$ cat src/hdl/ccch_pkg.sv
// shared codes and the reply descriptor type for the control channel command handler
package ccch_pkg;

  localparam logic [7:0] TYPE_CONTROL = 8'h01;
  localparam logic [7:0] TYPE_QUERY   = 8'h02;
  localparam logic [7:0] TYPE_CONFIG  = 8'h03;
  localparam logic [7:0] REPLY_STATUS = 8'h04;
  localparam logic [7:0] REPLY_ACK    = 8'h05;

  localparam logic [15:0] CFG_LEN_RESET = 16'd512;

  localparam int STAT_W = 5;
  localparam logic [STAT_W-1:0] STAT_BUSY   = 5'(1 << 0);
  localparam logic [STAT_W-1:0] STAT_READY  = 5'(1 << 1);
  localparam logic [STAT_W-1:0] STAT_ERROR  = 5'(1 << 2);
  localparam logic [STAT_W-1:0] STAT_IMAGE  = 5'(1 << 3);
  localparam logic [STAT_W-1:0] STAT_CONFIG = 5'(1 << 4);

  localparam int CTRL_RESET_BIT   = 0;
  localparam int CTRL_TRIGGER_BIT = 1;

  localparam logic [15:0] FAIL_ADDR = 16'h0001;

  localparam int REPLY_LEN = 5;
  localparam int IDX_W     = $clog2(REPLY_LEN);

  localparam int QUEUE_DEPTH = 4;
  localparam int QPTR_W      = $clog2(QUEUE_DEPTH);
  localparam int QCNT_W      = $clog2(QUEUE_DEPTH + 1);

  // one queued reply: the back end expands it into five words
  typedef struct packed {
    logic              is_ack;
    logic              start;
    logic [STAT_W-1:0] bits;
    logic              err;
  } reply_t;

endpackage

$ cat src/hdl/ccch_front.sv
// message parser: tracks flags and builds one reply descriptor per finished message
module ccch_front (
  input  logic            clk,
  input  logic            rst,
  input  logic            in_accept,
  input  logic            req_type,
  input  logic [7:0]      rx_byte,
  input  logic            cfg_we,
  input  logic [15:0]     cfg_data,
  output logic            push,
  output ccch_pkg::reply_t entry
);
  import ccch_pkg::*;

  localparam logic [3:0] PH_IDLE    = 4'd0;
  localparam logic [3:0] PH_CTRL0   = 4'd1;
  localparam logic [3:0] PH_CTRL1   = 4'd2;
  localparam logic [3:0] PH_QRY0    = 4'd3;
  localparam logic [3:0] PH_QRY1    = 4'd4;
  localparam logic [3:0] PH_LEN0    = 4'd5;
  localparam logic [3:0] PH_LEN1    = 4'd6;
  localparam logic [3:0] PH_PAYLOAD = 4'd7;
  localparam logic [3:0] PH_HALT    = 4'd8;

  logic [15:0] expected_len;
  logic [3:0]  phase, phase_next;
  logic [7:0]  held_low, held_low_next;
  logic [15:0] payload_left, payload_left_next;
  logic        length_matched, length_matched_next;
  logic        cfg_applied, cfg_applied_next;
  logic        frame_ready, frame_ready_next;
  logic        busy, busy_next;
  logic        error, error_next;

  logic [15:0] len_now;
  logic        match_now;

  function automatic logic [STAT_W-1:0] status_bits(input logic b, input logic e,
                                                   input logic im, input logic c);
    logic [STAT_W-1:0] s;
    s = b ? STAT_BUSY : STAT_READY;
    if (e)  s = s | STAT_ERROR;
    if (im) s = s | STAT_IMAGE;
    if (c)  s = s | STAT_CONFIG;
    return s;
  endfunction

  assign len_now   = {rx_byte, held_low};
  assign match_now = (len_now == expected_len);

  always_comb begin
    phase_next          = phase;
    held_low_next       = held_low;
    payload_left_next   = payload_left;
    length_matched_next = length_matched;
    cfg_applied_next    = cfg_applied;
    frame_ready_next    = frame_ready;
    busy_next           = busy;
    error_next          = error;
    push                = 1'b0;
    entry               = '0;

    if (in_accept && phase != PH_HALT) begin
      if (req_type) begin
        frame_ready_next = 1'b1;
        busy_next        = 1'b0;
      end else begin
        case (phase)
          PH_IDLE: begin
            case (rx_byte)
              TYPE_CONTROL: phase_next = PH_CTRL0;
              TYPE_QUERY:   phase_next = PH_QRY0;
              TYPE_CONFIG:  phase_next = PH_LEN0;
              default:      phase_next = PH_HALT;
            endcase
          end
          PH_CTRL0: begin
            held_low_next = rx_byte;
            phase_next    = PH_CTRL1;
          end
          PH_CTRL1: begin
            // reset bit goes first, then trigger
            if (held_low[CTRL_RESET_BIT]) begin
              cfg_applied_next = 1'b0;
              frame_ready_next = 1'b0;
              busy_next        = 1'b0;
              error_next       = 1'b0;
            end
            if (held_low[CTRL_TRIGGER_BIT]) begin
              frame_ready_next = 1'b0;
              busy_next        = 1'b1;
            end
            push         = 1'b1;
            entry.is_ack = 1'b0;
            entry.start  = held_low[CTRL_TRIGGER_BIT];
            entry.bits   = status_bits(busy_next, error_next, frame_ready_next,
                                       cfg_applied_next);
            entry.err    = error_next;
            phase_next   = PH_IDLE;
          end
          PH_QRY0: phase_next = PH_QRY1;
          PH_QRY1: begin
            push         = 1'b1;
            entry.is_ack = 1'b0;
            entry.start  = 1'b0;
            entry.bits   = status_bits(busy, error, frame_ready, cfg_applied);
            entry.err    = error;
            phase_next   = PH_IDLE;
          end
          PH_LEN0: begin
            held_low_next = rx_byte;
            phase_next    = PH_LEN1;
          end
          PH_LEN1: begin
            payload_left_next   = len_now;
            length_matched_next = match_now;
            if (len_now == 16'd0) begin
              push             = 1'b1;
              entry.is_ack     = 1'b1;
              entry.bits       = {{(STAT_W-1){1'b0}}, ~match_now};
              entry.err        = ~match_now & FAIL_ADDR[0];
              cfg_applied_next = match_now;
              error_next       = ~match_now;
              phase_next       = PH_IDLE;
            end else begin
              phase_next = PH_PAYLOAD;
            end
          end
          PH_PAYLOAD: begin
            payload_left_next = payload_left - 16'd1;
            if (payload_left_next == 16'd0) begin
              push             = 1'b1;
              entry.is_ack     = 1'b1;
              entry.bits       = {{(STAT_W-1){1'b0}}, ~length_matched};
              entry.err        = ~length_matched & FAIL_ADDR[0];
              cfg_applied_next = length_matched;
              error_next       = ~length_matched;
              phase_next       = PH_IDLE;
            end
          end
          default: phase_next = PH_HALT;
        endcase
      end
    end
  end

  always_ff @(posedge clk) begin
    if (rst) begin
      expected_len   <= CFG_LEN_RESET;
      phase          <= PH_IDLE;
      held_low       <= '0;
      payload_left   <= '0;
      length_matched <= 1'b0;
      cfg_applied    <= 1'b0;
      frame_ready    <= 1'b0;
      busy           <= 1'b0;
      error          <= 1'b0;
    end else begin
      if (cfg_we) expected_len <= cfg_data;
      phase          <= phase_next;
      held_low       <= held_low_next;
      payload_left   <= payload_left_next;
      length_matched <= length_matched_next;
      cfg_applied    <= cfg_applied_next;
      frame_ready    <= frame_ready_next;
      busy           <= busy_next;
      error          <= error_next;
    end
  end

endmodule

$ cat src/hdl/ccch_queue.sv
// short reply queue between the parser and the reply sender
module ccch_queue (
  input  logic             clk,
  input  logic             rst,
  input  logic             push,
  input  ccch_pkg::reply_t push_data,
  input  logic             pop,
  output ccch_pkg::reply_t head,
  output logic             nonempty,
  output logic             full
);
  import ccch_pkg::*;

  reply_t              slots [QUEUE_DEPTH];
  logic [QPTR_W-1:0]   wr_ptr;
  logic [QPTR_W-1:0]   rd_ptr;
  logic [QCNT_W-1:0]   count;
  logic                do_push;
  logic                do_pop;

  assign full     = (count == QCNT_W'(QUEUE_DEPTH));
  assign nonempty = (count != '0);
  assign head     = slots[rd_ptr];
  assign do_push  = push && !full;
  assign do_pop   = pop && nonempty;

  always_ff @(posedge clk) begin
    if (do_push) slots[wr_ptr] <= push_data;
  end

  always_ff @(posedge clk) begin
    if (rst) begin
      wr_ptr <= '0;
      rd_ptr <= '0;
      count  <= '0;
    end else begin
      if (do_push) wr_ptr <= wr_ptr + QPTR_W'(1);
      if (do_pop)  rd_ptr <= rd_ptr + QPTR_W'(1);
      case ({do_push, do_pop})
        2'b10:   count <= count + QCNT_W'(1);
        2'b01:   count <= count - QCNT_W'(1);
        default: count <= count;
      endcase
    end
  end

`ifndef ASSERT_OFF
  a_no_drop: assert property (@(posedge clk) disable iff (rst) push |-> !full)
    else $error("reply pushed into a full queue");
  a_count_range: assert property (@(posedge clk) disable iff (rst)
    count <= QCNT_W'(QUEUE_DEPTH))
    else $error("queue count beyond depth");
`endif

endmodule

$ cat src/hdl/ccch_back.sv
// reply sender: expands a queued descriptor into five output words
module ccch_back (
  input  logic             clk,
  input  logic             rst,
  input  ccch_pkg::reply_t head,
  input  logic             nonempty,
  output logic             pop,
  output logic             out_valid,
  input  logic             out_stall,
  output logic [7:0]       tx_byte,
  output logic             tx_last,
  output logic             start_frame
);
  import ccch_pkg::*;

  reply_t           cur;
  logic             active;
  logic [IDX_W-1:0] idx;
  logic             out_accept;
  logic             at_last;

  assign out_accept = active && !out_stall;
  assign at_last    = (idx == IDX_W'(REPLY_LEN - 1));
  assign pop        = nonempty && (!active || (out_accept && at_last));

  always_ff @(posedge clk) begin
    if (pop) cur <= head;
  end

  always_ff @(posedge clk) begin
    if (rst) begin
      active <= 1'b0;
      idx    <= '0;
    end else if (pop) begin
      active <= 1'b1;
      idx    <= '0;
    end else if (out_accept) begin
      if (at_last) active <= 1'b0;
      else         idx    <= idx + IDX_W'(1);
    end
  end

  always_comb begin
    case (idx)
      IDX_W'(0): tx_byte = cur.is_ack ? REPLY_ACK : REPLY_STATUS;
      IDX_W'(1): tx_byte = {{(8-STAT_W){1'b0}}, cur.bits};
      IDX_W'(3): tx_byte = {7'b0, cur.err};
      default:   tx_byte = 8'h00;
    endcase
  end

  assign out_valid   = active;
  assign tx_last     = at_last;
  assign start_frame = cur.start && (idx == '0);

`ifndef ASSERT_OFF
  a_hold_idx: assert property (@(posedge clk) disable iff (rst)
    (active && out_stall) |=> (active && $stable(idx)))
    else $error("reply word moved while stalled");
  a_start_first: assert property (@(posedge clk) disable iff (rst)
    (active && start_frame) |-> (tx_byte == REPLY_STATUS && !tx_last))
    else $error("start_frame off the first status word");
  a_idx_range: assert property (@(posedge clk) disable iff (rst)
    idx <= IDX_W'(REPLY_LEN - 1))
    else $error("reply word index out of range");
`endif

endmodule

$ cat src/hdl/control_channel_command_handler.sv
// top level of the control channel command handler
// Input channel (in_valid/in_stall, req_type, rx_byte): one word per cycle; a word
// with req_type high is a frame-done event, otherwise rx_byte is a control-link byte.
// Output channel (out_valid/out_stall, tx_byte, tx_last, start_frame): reply words,
// five per reply, tx_last on the fifth, start_frame on the first word of a triggered
// CONTROL reply.
// Config channel (cfg_valid/cfg_ready, cfg_data): writes expected_len; always ready; the
// user must see it written only while the block is idle; the block does not enforce it.
// The parser takes one word every cycle while in_stall is low and pushes one descriptor
// per finished message into a four-entry queue; the sender plays each descriptor out as
// five words, one per cycle while out_stall is low.
// The first reply word is offered once the descriptor has been registered in the queue
// and then loaded into the sender. Output bandwidth is five words per reply; in_stall
// rises only when the queue holds four replies not yet started.
// While out_stall is high the current word holds and the queue keeps filling.
// Reset (rst, synchronous) empties the queue, drops any word on offer, clears all
// flags and sets the expected length to 512. An unknown type byte halts parsing:
// later words are taken and dropped until reset.
module control_channel_command_handler (
  input  logic        clk,
  input  logic        rst,
  input  logic        in_valid,
  output logic        in_stall,
  input  logic        req_type,
  input  logic [7:0]  rx_byte,
  output logic        out_valid,
  input  logic        out_stall,
  output logic [7:0]  tx_byte,
  output logic        tx_last,
  output logic        start_frame,
  input  logic        cfg_valid,
  output logic        cfg_ready,
  input  logic [15:0] cfg_data
);
  import ccch_pkg::*;

  reply_t push_data;
  reply_t head;
  logic   push;
  logic   pop;
  logic   nonempty;
  logic   full;
  logic   in_accept;

  assign in_stall  = full;
  assign in_accept = in_valid && !in_stall;
  assign cfg_ready = 1'b1;

  ccch_front u_front (
    .clk       (clk),
    .rst       (rst),
    .in_accept (in_accept),
    .req_type  (req_type),
    .rx_byte   (rx_byte),
    .cfg_we    (cfg_valid && cfg_ready),
    .cfg_data  (cfg_data),
    .push      (push),
    .entry     (push_data)
  );

  ccch_queue u_queue (
    .clk       (clk),
    .rst       (rst),
    .push      (push),
    .push_data (push_data),
    .pop       (pop),
    .head      (head),
    .nonempty  (nonempty),
    .full      (full)
  );

  ccch_back u_back (
    .clk         (clk),
    .rst         (rst),
    .head        (head),
    .nonempty    (nonempty),
    .pop         (pop),
    .out_valid   (out_valid),
    .out_stall   (out_stall),
    .tx_byte     (tx_byte),
    .tx_last     (tx_last),
    .start_frame (start_frame)
  );

endmodule

$ cat config.mk
export PLATFORM = sky130hd
export DESIGN_NAME = control_channel_command_handler
export DESIGN_NICKNAME = d
export VERILOG_FILES = /design/src/hdl/ccch_pkg.sv /design/src/hdl/ccch_front.sv /design/src/hdl/ccch_queue.sv /design/src/hdl/ccch_back.sv /design/src/hdl/control_channel_command_handler.sv
export SDC_FILE = /design/constraint.sdc
export NUM_CORES = 1
export LEC_CHECK = 0
export BUFFER_PORTS_ARGS = -buffer_cell sky130_fd_sc_hd__buf_2
export CAP_MARGIN = 25
export CORE_AREA = 2 2 101 103
export DETAILED_ROUTE_END_ITERATION = 16
export DIE_AREA = 0 0 103 105
export GPL_TIMING_DRIVEN = 0
export PLACE_DENSITY = 0.84
export SLEW_MARGIN = 0
export SYNTH_ARGS = -nofsm -noshare
export SYNTH_HDL_FRONTEND = slang
export SYNTH_SLANG_ARGS = --single-unit
$ cat constraint.sdc
create_clock -name clk -period 3.45 [get_ports clk]
set_clock_uncertainty 0.15 [all_clocks]
set_input_delay 0.1725 -clock clk [delete_from_list [all_inputs] [get_ports clk]]
set_output_delay 0.1725 -clock clk [all_outputs]
set_load 0.02 [all_outputs]
==> impl_metrics.ini <==
[outcome]
status = complete, no violations

[synthesis]
synth_top_area_share_pct = 23.6
synth_area_um2 = 5090
yosysMostFrequentCell = dfxtp_1
synthTopCellsByArea = dfxtp_1 (24%), edfxtp_1 (24%), mux2i_1 (4.9%)
synth_top_family_by_area = simple AND/OR/NAND/NOR gates
syn_avg_cell_area_um2 = 9.96
ys_seq_area_share_pct = 47.2
synthAdderAreaFrac_pct = 3.10
synthSimpleGateAreaFrac_pct = 18.8
syn_inst = 511
synth_cell_types = 68
synth-edff-count = 40
synth_ff_type = dfxtp_1
synth-xor-area-share_pct = 4.82
synthArstFlopShare_pct = 0
yosysTopAreaCell = dfxtp_1
synth_compound_area_share_pct = 12.1
ys_warn_count = 0
synth.mux.area_fraction_pct = 9.12
synth_top_cells_by_count = dfxtp_1 (60), nor2_1 (58), edfxtp_1 (40)
ys_seq_elements = 100

[floorplanning]
start_util_pct = 52.8
die_w_um = 103
design.core.area_um2 = 9640
die_area_um2 = 10800
rows = 36
die_y_um = 105
ios = 43

[route]
wirelength_um = 12100
ant_nets = 0
routedWlPerCell_um = 16.6
dr.first_iter.drc_count = 259
drc = 0
firstDrtPassIters = 7
via_count = 4216
viasPerCell = 5.78

[power]
p_int_mw = 1.87
sw_frac_of_total_pct = 29.8
power.density_nw_per_um2 = 443
power.share.clock_pct = 26.0
p_sw_mw = 0.794
comb_power_share_pct = 22.0
p_leak_nw = 2.38
peakVddDrop_uv = 246
seq_power_share_pct = 52.0

[finish]
layout-drive-gt1-share_pct = 17.6
final_core_util_pct = 62.3
fin_nets = 633
area_delta_synth_final_pct = 17.9
diodes = 0
stdcell_count = 729

[sta]
setup_slack_ns = 0.165
hold_viol_final = 0
timing.fmax_mhz = 304
setup_violations = 0
period_minus_slack_ns = 3.29
relSlewSlack_pct = 47.6
final_max_slew_viol_count = 0
worstMarginPinSlew_ns = 0.786
fin_crit_sh_pct = 95.2

[critical_path]
cp_max_fo = 10
cp.depth = 14
critPathKind = reg2reg
crit_buf_inv = 3
crit_slowest_cell = dfxtp_1
r2r-end = u_queue.count[2]$_SDFFE_PP0P_
crit_chain = nor3_4 > clkbuf_4 > nand3_2 > xnor2_1 > nor3_1 > nand3_2 > a31oi_4 > inv_1 > ha_1 > inv_1 > fa_2 > xor2_1 > or3_1 > a21oi_2
crit_path_end_kind = register
critPathLaunchType = register
critPathArrivalTime_ns = 3.44
endpoint = u_queue.count[2]$_SDFFE_PP0P_
required_ns = 3.61
r2r_cells = 14
reg2reg_from = u_front.payload_left[3]$_SDFFE_PP0P_
r2r_slack_ns = 0.16
critPathTopFamily = simple AND/OR/NAND/NOR gates
startpoint = u_front.payload_left[3]$_SDFFE_PP0P_
cp_slowest_stage_delay_ns = 0.42

[global_route]
track_usage_pct = 23.0
grt_pass1_vias = 4076
grt_max_degree = 19
antenna_found_initial = 0
grt_pass1_wl_um = 19400
grt_overflow = 0

[clock_network]
clkLatencyLatePin_ns = 0.37
cts_buffers = 9
clockBufferDepth = 2
cts.htree.levels = 3
clk_pin_slew_worst_paths_ns = 0.10
cts.sinks = 100
clockRootBuffer = clkbuf_8
cts_tree = done

[placed_design]
pre_cts_ws_ns = -0.380
place_hpwl_um = 8160
place_congestion = 0.939
placed_cells = 682
io_buffers = 36

[hold_path]
hold_class = in2reg

[flow_run]
maxCapViolations = 0
[power groups by stage]
stage	sequential, mW	combinational (mW)	clock [mW]
2_1_floorplan	1.41	0.418	0
3_3_place_gp	1.41	0.543	0
3_5_place_dp	1.41	0.561	0
4_1_cts	1.39	0.584	0.706
5_1_grt	1.39	0.664	0.754
6_report	1.38	0.585	0.691
[logic make-up after synthesis]
group	after synthesis
AOI/OAI and AO/OA	94
adders and majority gates	12
DFF	100
muxes	36
buffers and inverters	55
other	2
and+or+nand+nor	184
xor gates and xnor gates	28
[metrics by stage]
stage          cell area [um^2]  TNS (ns)  hold WS [ns]  total power, mW
4_1_cts                    5860         0       0.00314             2.67
5_1_grt                    6000   -0.0763        0.0259             2.81
2_1_floorplan              5100         0         0.145             1.82
6_report                   6000         0        0.0183             2.66
3_3_place_gp               5450    -0.468         0.238             1.95
3_5_place_dp               5450     -2.18         0.249             1.97
[worst min-delay path by stage]
stage                     depth (start not counted)         from                              endpoint
after global routing                              3    out_stall         u_back.out_valid$_SDFFE_PP0P_
after detailed placement                          2  cfg_data[9]  u_front.expected_len[9]$_SDFFE_PP1P_
after floorplan                                   1  cfg_data[9]  u_front.expected_len[9]$_SDFFE_PP1P_
final                                             3   rx_byte[2]      u_front.held_low[2]$_SDFFE_PP0P_
after global placement                            2  cfg_data[9]  u_front.expected_len[9]$_SDFFE_PP1P_
after CTS                                         3    out_stall         u_back.out_valid$_SDFFE_PP0P_
[worst min-delay path, cell delays in order]
cell     delay [ns]
buf_2          0.15
mux2i_1        0.09
nor2_1         0.09
[state kept, by name, indices dropped and copies added (netlist names), 2 cells and up]
name                  count
u_back.idx                3
u_front.held_low          8
u_queue.rd_ptr            2
u_queue.wr_ptr            2
u_queue.count             3
u_front.payload_left     16
u_front.expected_len     16
u_queue.slots            32
u_back.cur                8
u_front.phase             4
[cell type report]
cell class,instances,area (um^2)
Sequential cell,100,2400
Multi-Input combinational cell,358,2530
Timing Repair Buffer,68,475
Clock buffer,9,124
Clock inverter,7,58.8
Inverter,19,71.3
Fill cell,784,3640
Buffer,35,171
Tap cell,133,166
[cells in the final DEF (no fill, tap or decap), types with 5 or more instances in the layout]
cell type	count
inv_1	19
and3_1	7
a211oi_1	7
a21oi_1	37
nand2_1	37
xor2_1	20
xnor2_1	7
clkbuf_8	9
edfxtp_1	40
dfxtp_1	58
nand2b_1	5
nand4_1	6
nor2_1	58
dlygate4sd3_1	22
mux4_2	8
nor3_1	13
clkbuf_1	19
ha_1	10
nor2b_1	8
buf_2	40
and2_1	12
mux2i_1	25
nor4_1	6
o21ai_0	15
buf_4	14
[routing by layer]
| metal | wire, um | GRT usage (%) |
|---|---|---|
| met3 | 781 | 5.95 |
| met5 | 0 | 0 |
| met4 | 442 | 9.02 |
| met2 | 6090 | 39.2 |
| met1 | 4760 | 27.1 |
[repair_timing]
action	in CTS	in global routing
endpoints found under the hold margin	22	0
pin swaps	1	8
gates resized for setup	2	15
buffers inserted	1	9
hold buffers	22	0
setup endpoints to repair	35	34
(Power assumes the default switching activity.)
